`config.mk`:
```
export PLATFORM = sky130hd
export DESIGN_NAME = ibs_cell
export DESIGN_NICKNAME = d
export VERILOG_FILES = /design/src/ibs_pkg.sv /design/src/ibs_cell.sv
export SDC_FILE = /design/constraint.sdc
export NUM_CORES = 1
export LEC_CHECK = 0
export ABC_CLOCK_PERIOD_IN_PS = 4000
export BUFFER_PORTS_ARGS = -buffer_cell sky130_fd_sc_hd__buf_2
export CORE_MARGIN = 2
export CORE_UTILIZATION = 47
export CTS_CLUSTER_SIZE = 16
export DETAILED_ROUTE_END_ITERATION = 16
export HOLD_SLACK_MARGIN = 0.02
export MAX_ROUTING_LAYER = met4
export PLACE_DENSITY = 0.81
export SYNTH_ARGS = -nofsm -noshare
export SYNTH_HDL_FRONTEND = slang
export SYNTH_SLANG_ARGS = --single-unit
```
`constraint.sdc`:
```
create_clock -name i_clk -period 4 [get_ports i_clk]
set_input_delay 0.2 -clock i_clk [delete_from_list [all_inputs] [get_ports i_clk]]
set_output_delay 0.2 -clock i_clk [all_outputs]
set_load 0.01 [all_outputs]
```
`src/ibs_pkg.sv`:
```
`default_nettype none
// ----------------------------------------------------------------------------
// ibs_pkg
// Shared constants and types for the indexed block search core.
// ----------------------------------------------------------------------------
package ibs_pkg;

    localparam int CAPACITY         = 64;
    localparam int VALUE_W          = 32;
    localparam int BSIZE_W          = 7;
    localparam int BLOCK_SIZE_RESET = 5;
    localparam int MIN_BLOCK_SIZE   = 2;

    localparam int CMD_W    = 2;
    localparam int STATUS_W = 3;
    localparam int BLK_W    = 5;
    localparam int OFF_W    = 6;
    localparam int COMPS_W  = 7;

    localparam logic [CMD_W-1:0] CMD_CLEAR  = 2'd0;
    localparam logic [CMD_W-1:0] CMD_LOAD   = 2'd1;
    localparam logic [CMD_W-1:0] CMD_SEARCH = 2'd2;

    localparam logic [STATUS_W-1:0] ST_ACCEPTED = 3'd0;
    localparam logic [STATUS_W-1:0] ST_FOUND    = 3'd1;
    localparam logic [STATUS_W-1:0] ST_MISS     = 3'd2;
    localparam logic [STATUS_W-1:0] ST_EMPTY    = 3'd3;
    localparam logic [STATUS_W-1:0] ST_FULL     = 3'd4;

    typedef struct packed {
        logic load_en;
        logic cmp_en;
        logic in_range;
        logic at_count;
    } t_cell_ctrl;

endpackage
`default_nettype wire

```
`src/ibs_cell.sv`:
```
`default_nettype none
// ----------------------------------------------------------------------------
// ibs_cell
// One slot of the sorted store: holds a value, shifts up on insert, and
// latches its ge and eq compare flags against a broadcast search key.
// ----------------------------------------------------------------------------
module ibs_cell (
    input  wire                                  i_clk,
    input  wire ibs_pkg::t_cell_ctrl             i_ctrl,
    input  wire logic signed [ibs_pkg::VALUE_W-1:0] i_key,
    input  wire logic signed [ibs_pkg::VALUE_W-1:0] i_prev_value,
    input  wire                                  i_prev_gt,
    output logic signed [ibs_pkg::VALUE_W-1:0]   o_value,
    output logic                                 o_gt,
    output logic                                 o_ge,
    output logic                                 o_eq
);

    logic signed [ibs_pkg::VALUE_W-1:0] r_value;
    logic signed [ibs_pkg::VALUE_W-1:0] n_value;
    logic                               r_ge;
    logic                               r_eq;

    assign o_gt = i_ctrl.in_range && (r_value > i_key);

    always_comb begin
        n_value = r_value;
        if (i_ctrl.load_en) begin
            if (i_prev_gt) begin
                n_value = i_prev_value;
            end else if (o_gt || i_ctrl.at_count) begin
                n_value = i_key;
            end
        end
    end

    always_ff @(posedge i_clk) begin
        r_value <= n_value;
        if (i_ctrl.cmp_en) begin
            r_ge <= (r_value >= i_key);
            r_eq <= (r_value == i_key);
        end
    end

    assign o_value = r_value;
    assign o_ge    = r_ge;
    assign o_eq    = r_eq;

endmodule
`default_nettype wire

```
### Yosys cells after proc, flatten, opt, wreduce, memory -nomap -nowiden

Cells that the tools add are included.

| operators by class | value |
|---|---|
| magnitude comparators | 2 |
| eq/ne operators | 1 |
| muxes and demuxes | 2 |
| reduce and logical (&&, ||, !) cells | 4 |

Operator list:

| cell | number |
|---|---|
| $mux W32 | 2 |
| $eq A32 B32 Y1 | 1 |
| $ge A32 B32 Y1 | 1 |
| $gt A32 B32 Y1 | 1 |
| $reduce_and A2 Y1 | 1 |
| $reduce_bool A2 Y1 | 1 |
| $logic_and A1 B1 Y1 | 1 |
| $logic_or A1 B1 Y1 | 1 |

| storage, ports and cells | value |
|---|---|
| register bits | 34 |
| bits of input ports | 70 |
| output and inout bits | 35 |
| logic and storage cells | 12 |

### Longest topological paths before layout

Gate-level depths: netlist (run 1).

| logic depth | value |
|---|---|
| word-level depth | 5 |
| depth in mapped cells | 8 |

### Least setup slack after synthesis (run 1)

No wires, ideal clock.

| timing path | value |
|---|---|
| kind | register to register |
| start point | reg r_value, in the netlist o_value[9] |
| end point | reg r_value, in the netlist o_value[0], enable pin |
| arrival time | 2.575 ns |
| required time | 3.605 ns |
| setup slack | 1.031 ns |
| cell stages (with the launch flop) | 8 |
| buffers on the path | 0 |
| clock period less this slack | 2.969 ns |
| cells stage by stage | edfxtp_1 > ha_1 > a21o_1 > nand3_2 > a21oi_1 > o41a_1 > nor3_1 > o41a_1 |

| between the ends | value |
|---|---|
| word-level cells in the longest chain between the ends | 5 |

RTL lines:

| what | line | RTL |
|---|---|---|
| start: declaration | ibs_cell.sv:19 | `logic signed [ibs_pkg::VALUE_W-1:0] r_value;` |
| start signal: assignment | ibs_cell.sv:38 | `r_value <= n_value;` |
| $gt A32 B32 Y1 | ibs_cell.sv:24 | `assign o_gt = i_ctrl.in_range && (r_value > i_key);` |
| $logic_and A1 B1 Y1 | ibs_cell.sv:24 |  |
| $logic_or A1 B1 Y1 | ibs_cell.sv:31 | `end else if (o_gt \|\| i_ctrl.at_count) begin` |
| $reduce_bool A2 Y1 (no line) | - |  |
| $reduce_and A2 Y1 (no line) | - |  |

No other way between the ends.
A chain may end at the register's enable or synchronous reset.

### Worst setup path in the final report (run 1)

| timing path | value |
|---|---|
| start point | reg r_value, in the netlist o_value[11] |
| end point | reg r_value, in the netlist o_value[29], enable pin |

Same word-level chain as after synthesis.

==> summary.txt, run 1 <==
Critical path
  • Critical Path End Type: register
  • Critical Path, Cell by Cell: ha_1 -> nand4_1 -> nor3_1 -> a21boi_1 -> o41a_1 -> o211a_1 -> o41a_2
  • CP peak stage delay: about 0.75 ns
  • Worst-path maximum fanout: 32
  • R2r startpoint: o_value[11]$_DFFE_PP_
  • CP Data Arrival Time: approximately 2.8 ns
  • R2R setup slack: around 1.1 ns
  • Critical Path RT: about 3.9 ns
  • Crit. Startpoint: o_value[11]$_DFFE_PP_
  • Reg2reg end: o_value[29]$_DFFE_PP_
  • Crit path max-delay cell type: o41a_2
  • Worst Setup EP: o_value[29]$_DFFE_PP_
  • Worst reg2reg path depth: 7
  • Worst setup SP type: register
  • Crit Path Class: reg -> reg

Timing
  • Post-Route Skew: between 0.005 and 0.006 ns
  • Min Hold Slack: around 0.15 ns
  • Final setup margin: about 1.1 ns
  • Post-route clock period utilization: between 70% and 80%
  • RSZ-0062 raised after global routing: false
  • Worst slew pin tran: roughly 0.75 ns
  • Fmax: about 350 MHz
  • Setup TNS: 0 ns
  • Endpoints failing hold: 0
  • Setup violations, final: 0
  • Final Max Slew Viols: 0
  • Fin crit period: between 2 and 3 ns
  • Worst rel slew slack: between 50 and 60%

Die
  • Number of I/O pins: approximately 110
  • Total core area: about 4400 µm²
  • Chip Width: just over 70 µm
  • Row Count: 24
  • Die H: 72.6 µm
  • Initial core utilization: roughly half
  • Die ar.: around 5300 µm²

Cells and area
  • Nets: around 440
  • Area grow syn2layout: 29.1%
  • # diodes: 0
  • Share of layout cells above drive strength 1: roughly a third
  • Final Instance Area: around 2900 µm²

Placement
  • Gpl congestion: 0.881
  • DPL Wire Length: 4030 µm
  • Place WS: 1.11 ns
  • DP Area: around 2800 µm²
  • # port buffers: between 100 and 150

Clock tree
  • Sink Count: 34
  • CTS clock-pin slew for the worst setup and hold paths: ~0.06 ns
  • Setup bufs post-CTS: 0
  • Post-CTS sizing: 0
  • Hold_buf cts: 0
  • TritonCTS Buffers: 5
  • CTS max path bufs: 2
  • Clk root buf: clkbuf_8
  • CTS tree: done
  • Clk Latency, worst-skew pair: around 0.28 ns
  • CTS HTree Levels: 2

Yosys
  • Main synth FF type: edfxtp_1
  • EDFF count, synth: 34
  • Synth Instances: 228
  • Syn_area_per_cell: ~10 µm²
  • Cell with the most instances after synthesis: nand2_1
  • Top cells by area, synth: edfxtp_1 46%, ha_1 18%, o21ai_0 7.2%
  • Yosys top cell area share: 46.1%
  • Synth cell types: 31
  • Syn. warnings: 0
  • Post-Syn Area: between 2000 and 2500 µm²
  • Synth cell count leaders: 37 x nand2_1, 34 x edfxtp_1, 34 x inv_1, 32 x ha_1, 32 x o21ai_0
  • Asr flop ratio synth: 0%
  • Yosys reg bits: 34
  • Syn Nets: 330
  • Post-synthesis sequential area ratio: a little under half
  • Cell taking the most area after synthesis: edfxtp_1

Detailed routing
  • Max Used Layer: met4
  • Wirelength, routed: ~4900 µm
  • Met2 wire length: approximately 2500 µm
  • Total number of vias: about 2000
  • Wire length on met3: between 200 and 250 µm
  • Number of DRC markers in iteration 0: 74
  • WL/cell: about 13 µm
  • Post-DRT Antenna Nets: 0
  • Via-per-instance ratio: 5.06
  • Routed met1 length: about 2200 µm
  • Drt drc: 0
  • First-pass DRT Iterations: 4

GRT
  • Initial antenna violation count: 0
  • Vias in the first global route: approximately 2000
  • Tot GR Track Use: between 20% and 30%
  • Grt total ovfl: 0
  • Largest net degree at the start of global routing: 65
  • Global-route wire length before repair: 8050 µm

Outcome
  • Status: finished clean

Job
  • Max-cap check violation count: 0

Power and ir drop
  • Leak: about 1.4 nW
  • Int Pwr: approximately 0.64 mW
  • Clock share of power: 26.4%
  • Sw Pwr: approximately 0.24 mW
  • VDD IR max: approximately 0.18 mV
  • Reg power frac: ~50%
  • Switching share of power: ~28%
  • Design Power: just under 0.9 mW
  • Pwr dens: 310 nW/µm²
  • Logic pwr share: about a quarter

Min path
  • HP Class: in -> reg
==> cell type report <==
type | instances | area (µm²)
clock buffer | 7 | 76.3
fill | 388 | 1590
inverter | 34 | 128
sequential | 34 | 1020
multi-input combinational | 153 | 1040
timing repair buffer | 105 | 528
tap | 52 | 65.1
==> per-layer routing <==
metal  vias up  GRT usage [%]
met5         -              -
met4         0           6.79
met3         7           3.04
met2        59           36.2
met1       860           22.8
li1       1022              -
==> per-stage QoR <==
| step | utilization, % | std cells |
|---|---|---|
| floorplan | - | 228 |
| global placement | 62.6 | 378 |
| detailed placement | 62.6 | 378 |
| CTS | 64.3 | 385 |
| global route | 64.3 | 385 |
| finish | 64.3 | 385 |
==> power by group through the flow <==
stage | sequential [mW] | clock, mW | combinational [mW]
floorplan | 0.463 | 0 | 0.108
global placement | 0.449 | 0 | 0.205
detailed placement | 0.450 | 0 | 0.211
CTS | 0.443 | 0.238 | 0.212
global route | 0.446 | 0.251 | 0.239
finish | 0.442 | 0.234 | 0.209
==> worst min-delay path by stage <==
stage / from / endpoint / cells past startpoint
after floorplan: i_ctrl[2] / o_eq$_DFFE_PP_ / 0
after detailed placement: i_ctrl[2] / o_eq$_DFFE_PP_ / 1
final: i_ctrl[2] / o_eq$_DFFE_PP_ / 1
after CTS: i_ctrl[2] / o_eq$_DFFE_PP_ / 1
after global routing: i_ctrl[2] / o_ge$_DFFE_PP_ / 1
after global placement: i_ctrl[2] / o_eq$_DFFE_PP_ / 1
==> registers in the layout, summed over array words and instances, names as in the netlist <==
name	count
o_ge	1
o_value	32
o_eq	1
==> critical path, delay by kind of cell (launching register included) <==
kind            cells  cell delay, ns
compound gates      4            1.55
flops               1            0.40
simple gates        2            0.22
fa+ha+maj           1            0.34
==> cell usage in the layout (no fill, tap or decap), drive strengths merged, types with 2 or more instances in the layout <==
| cell type | synthesis | final |
|---|---|---|
| nor3 | 4 | 4 |
| nand3 | 3 | 3 |
| edfxtp | 34 | 34 |
| nor4 | 2 | 2 |
| buf | 1 | 105 |
| a211oi | 3 | 3 |
| nand2 | 37 | 37 |
| inv | 34 | 34 |
| clkbuf | 6 | 7 |
| o21ai | 34 | 34 |
| nand4 | 7 | 7 |
| o41a | 2 | 2 |
| nor2 | 2 | 2 |
| ha | 32 | 32 |
| o211ai | 2 | 2 |
| a21oi | 13 | 13 |
| a21o | 2 | 2 |
==> kinds of logic (layout without fill, tap and decap cells) <==
logic type      count (synthesis)  in the layout  share of synthesized area, %
compound gates                 60             60                          15.6
fa+ha+maj                      32             32                          18.1
buf+inv                        41            146                          6.95
flops                          34             34                          46.1
mux                             1              1                         0.508
simple gates                   60             60                          12.8
No activity file was read; power rests on OpenSTA's default activity.
==> run 2, diff against run 1 <==
- ABC_CLOCK_PERIOD_IN_PS: 4000 -> 2600
- CORE_UTILIZATION: 47 -> 42
- PLACE_DENSITY: 0.81 -> 0.76
- clock period: 4 -> 2.6 ns (I/O delays scaled with it)
==> summary.txt, run 2 (same netlist as run 1, synthesis figures left out) <==
Detailed routing
  • WL/cell: 13.0 µm (+1.4%)
  • First-pass DRT Iterations: 4 (unchanged)
  • Post-DRT Antenna Nets: 0 (unchanged)
  • Wirelength, routed: 5380 µm (+9.0%)
  • Via-per-instance ratio: 4.95 (-2.2%)
  • Total number of vias: 2048 (+5.1%)
  • Drt drc: 0 (unchanged)
  • Number of DRC markers in iteration 0: 74 (unchanged)

Critical path
  • R2R setup slack: 0.02 ns (-1.11 ns)
  • CP peak stage delay: 0.55 ns (-0.20 ns)
  • Worst reg2reg path depth: 7 (unchanged)
  • CP Data Arrival Time: 2.59 ns (-0.21 ns)
  • R2r startpoint: o_value[9]$_DFFE_PP_
  • Crit. Startpoint: o_value[9]$_DFFE_PP_
  • Crit Path Class: reg -> reg
  • Critical Path End Type: register
  • Cell class contributing the biggest share of worst-path delay: compound AO/OA/AOI/OAI gates
  • Sum of buffers and inverters on the critical path: 0 (unchanged)
  • Worst setup SP type: register
  • Critical Path, Cell by Cell: ha_1 -> a21o_1 -> nand3_2 -> a21oi_1 -> o41a_1 -> o211a_4 -> o41a_4
  • Worst-path maximum fanout: 16 (-50%)
  • Levels on crit path: 7 (unchanged)
  • Crit path max-delay cell type: o41a_4
  • Worst Setup EP: o_value[22]$_DFFE_PP_
  • Reg2reg end: o_value[22]$_DFFE_PP_
  • Critical Path RT: 2.61 ns (-1.31 ns)

Placement
  • Placed insts: 403 (+6.6%)
  • # port buffers: 104 (unchanged)
  • Gpl congestion: 0.811 (-7.9%)
  • DPL Wire Length: 4160 µm (+3.3%)

Die
  • Initial core utilization: 43.4% (-6.5 points)
  • Total core area: 5110 µm² (+15%)
  • Chip Width: 76.6 µm (+5.5%)
  • Die ar.: 5870 µm² (+11%)
  • Row Count: 26 (+8.3%)
  • Number of I/O pins: 105 (unchanged)
  • Die H: 76.6 µm (+5.5%)

Power and ir drop
  • VDD IR max: 0.274 mV (+52%)
  • Logic pwr share: 25.7% (+2.1 points)
  • Sw Pwr: 0.403 mW (+65%)
  • Pwr dens: 464 nW/µm² (+50%)
  • Leak: 1.50 nW (+3.8%)
  • Clock share of power: 26.0% (-0.4 points)
  • Switching share of power: 28.5% (+0.94 points)
  • Int Pwr: 1.01 mW (+57%)
  • Reg power frac: 48.3% (-1.6 points)
  • Design Power: 1.41 mW (+59%)

Cells and area
  • Max reg flops: 32 (unchanged)
  • Share of layout cells above drive strength 1: 39.0% (+4.4 points)
  • # diodes: 0 (unchanged)
  • Area grow syn2layout: 37.6%
  • Most frequent cells in the layout: 104 x buf_2, 37 x nand2_1, 34 x inv_1, 34 x edfxtp_1, 32 x o21ai_0
  • Final non-filler cell total: 414 (+7.5%)
  • Most common cell after layout, fill and taps aside: buf_2
  • Nets: 445 (+2.3%)

Clock tree
  • CTS max path bufs: 2 (unchanged)
  • CTS tree: done
  • TritonCTS Buffers: 5 (unchanged)
  • CTS clock-pin slew for the worst setup and hold paths: 0.06 ns (about the same)
  • Sink Count: 34 (unchanged)
  • Clk root buf: clkbuf_8
  • Clk Latency, worst-skew pair: 0.28 ns (about the same)
  • CTS HTree Levels: 2 (unchanged)

Timing
  • Setup violations, final: 0 (unchanged)
  • Endpoints failing hold: 0 (unchanged)
  • Fin crit period: 2.58 ns (-0.294 ns)
  • Worst slew pin tran: 0.462 ns (-0.288 ns)
  • Post-route clock period utilization: 99.3% (+27 points)
  • RSZ-0062 raised after global routing: true
  • Post-Route Skew: 0.00531 ns (+0.000184 ns)
  • Worst rel slew slack: 69.2% (+19 points)
  • Fmax: 387 MHz (+11%)
  • Final Max Slew Viols: 0 (unchanged)

GRT
  • Global-route wire length before repair: 8400 µm (+4.4%)
  • Largest net degree at the start of global routing: 39 (-40%)
  • Vias in the first global route: 1897 (-2.5%)
  • Tot GR Track Use: 18.4% (-1.7 points)
  • Grt total ovfl: 0 (unchanged)
  • Initial antenna violation count: 0 (unchanged)

Outcome
  • Status: finished clean

Job
  • Max-cap check violation count: 0 (unchanged)

Min path
  • HP Class: in -> reg
[run 2: worst min path at each step]
stage                         start             end  cells past startpoint
after global routing      i_ctrl[2]  o_ge$_DFFE_PP_                      1
final                     i_ctrl[2]  o_ge$_DFFE_PP_                      1
after CTS                 i_ctrl[2]  o_eq$_DFFE_PP_                      1
after detailed placement  i_ctrl[2]  o_ge$_DFFE_PP_                      1
after floorplan           i_ctrl[2]  o_eq$_DFFE_PP_                      0
after global placement    i_ctrl[2]  o_ge$_DFFE_PP_                      1
[run 2: power by group through the flow]
stage / Combinational [mW] / Sequential [mW] / Clock (mW)
finish: 0.363 / 0.682 / 0.368
global route: 0.409 / 0.687 / 0.408
CTS: 0.348 / 0.682 / 0.376
detailed placement: 0.339 / 0.693 / 0
global placement: 0.331 / 0.691 / 0
floorplan: 0.168 / 0.711 / 0
[run 2: layer usage]
layer,vias to the layer above,track usage [%],wire (µm)
li1,1051,-,-
met1,935,22.8,2450
met2,56,30.6,2600
met3,6,4.15,283
met4,0,4.91,49
met5,-,-,0
[run 2: what timing repair did]
| action | 4_1_cts | 5_1_grt |
|---|---|---|
| buffers inserted | 0 | 1 |
| hold buffers | 0 | 0 |
| resized for setup | 2 | 7 |
| endpoints found under the setup margin | 32 | 33 |
| gates cloned | 1 | 1 |
| endpoints found under the hold margin | 0 | 0 |
| pin swaps | 4 | 3 |
[run 2: layout make-up]
| cell class | instances | area [µm²] |
|---|---|---|
| timing repair buffer | 113 | 588 |
| sequential | 34 | 1020 |
| multi-input combinational | 155 | 1140 |
| inverter | 34 | 128 |
| clock inverter | 2 | 8.76 |
| tap | 70 | 87.6 |
| fill | 454 | 2060 |
| clock buffer | 6 | 72.6 |
[run 2: stage by stage]
| step | setup TNS (ns) | cell area (µm²) | hold WS (ns) | worst slack (ns) | util [%] |
|---|---|---|---|---|---|
| after global placement | -0.842 | 2870 | 0.363 | -0.0268 | 56.1 |
| after CTS | 0 | 2980 | 0.0731 | 0.0102 | 58.4 |
| after global routing | -3.24 | 3050 | 0.0613 | -0.115 | 59.7 |
| after floorplan | 0 | 2220 | 0.242 | 0.0200 | - |
| after detailed placement | -2.61 | 2870 | 0.366 | -0.0819 | 56.1 |
| final | 0 | 3050 | 0.0853 | 0.0171 | 59.7 |
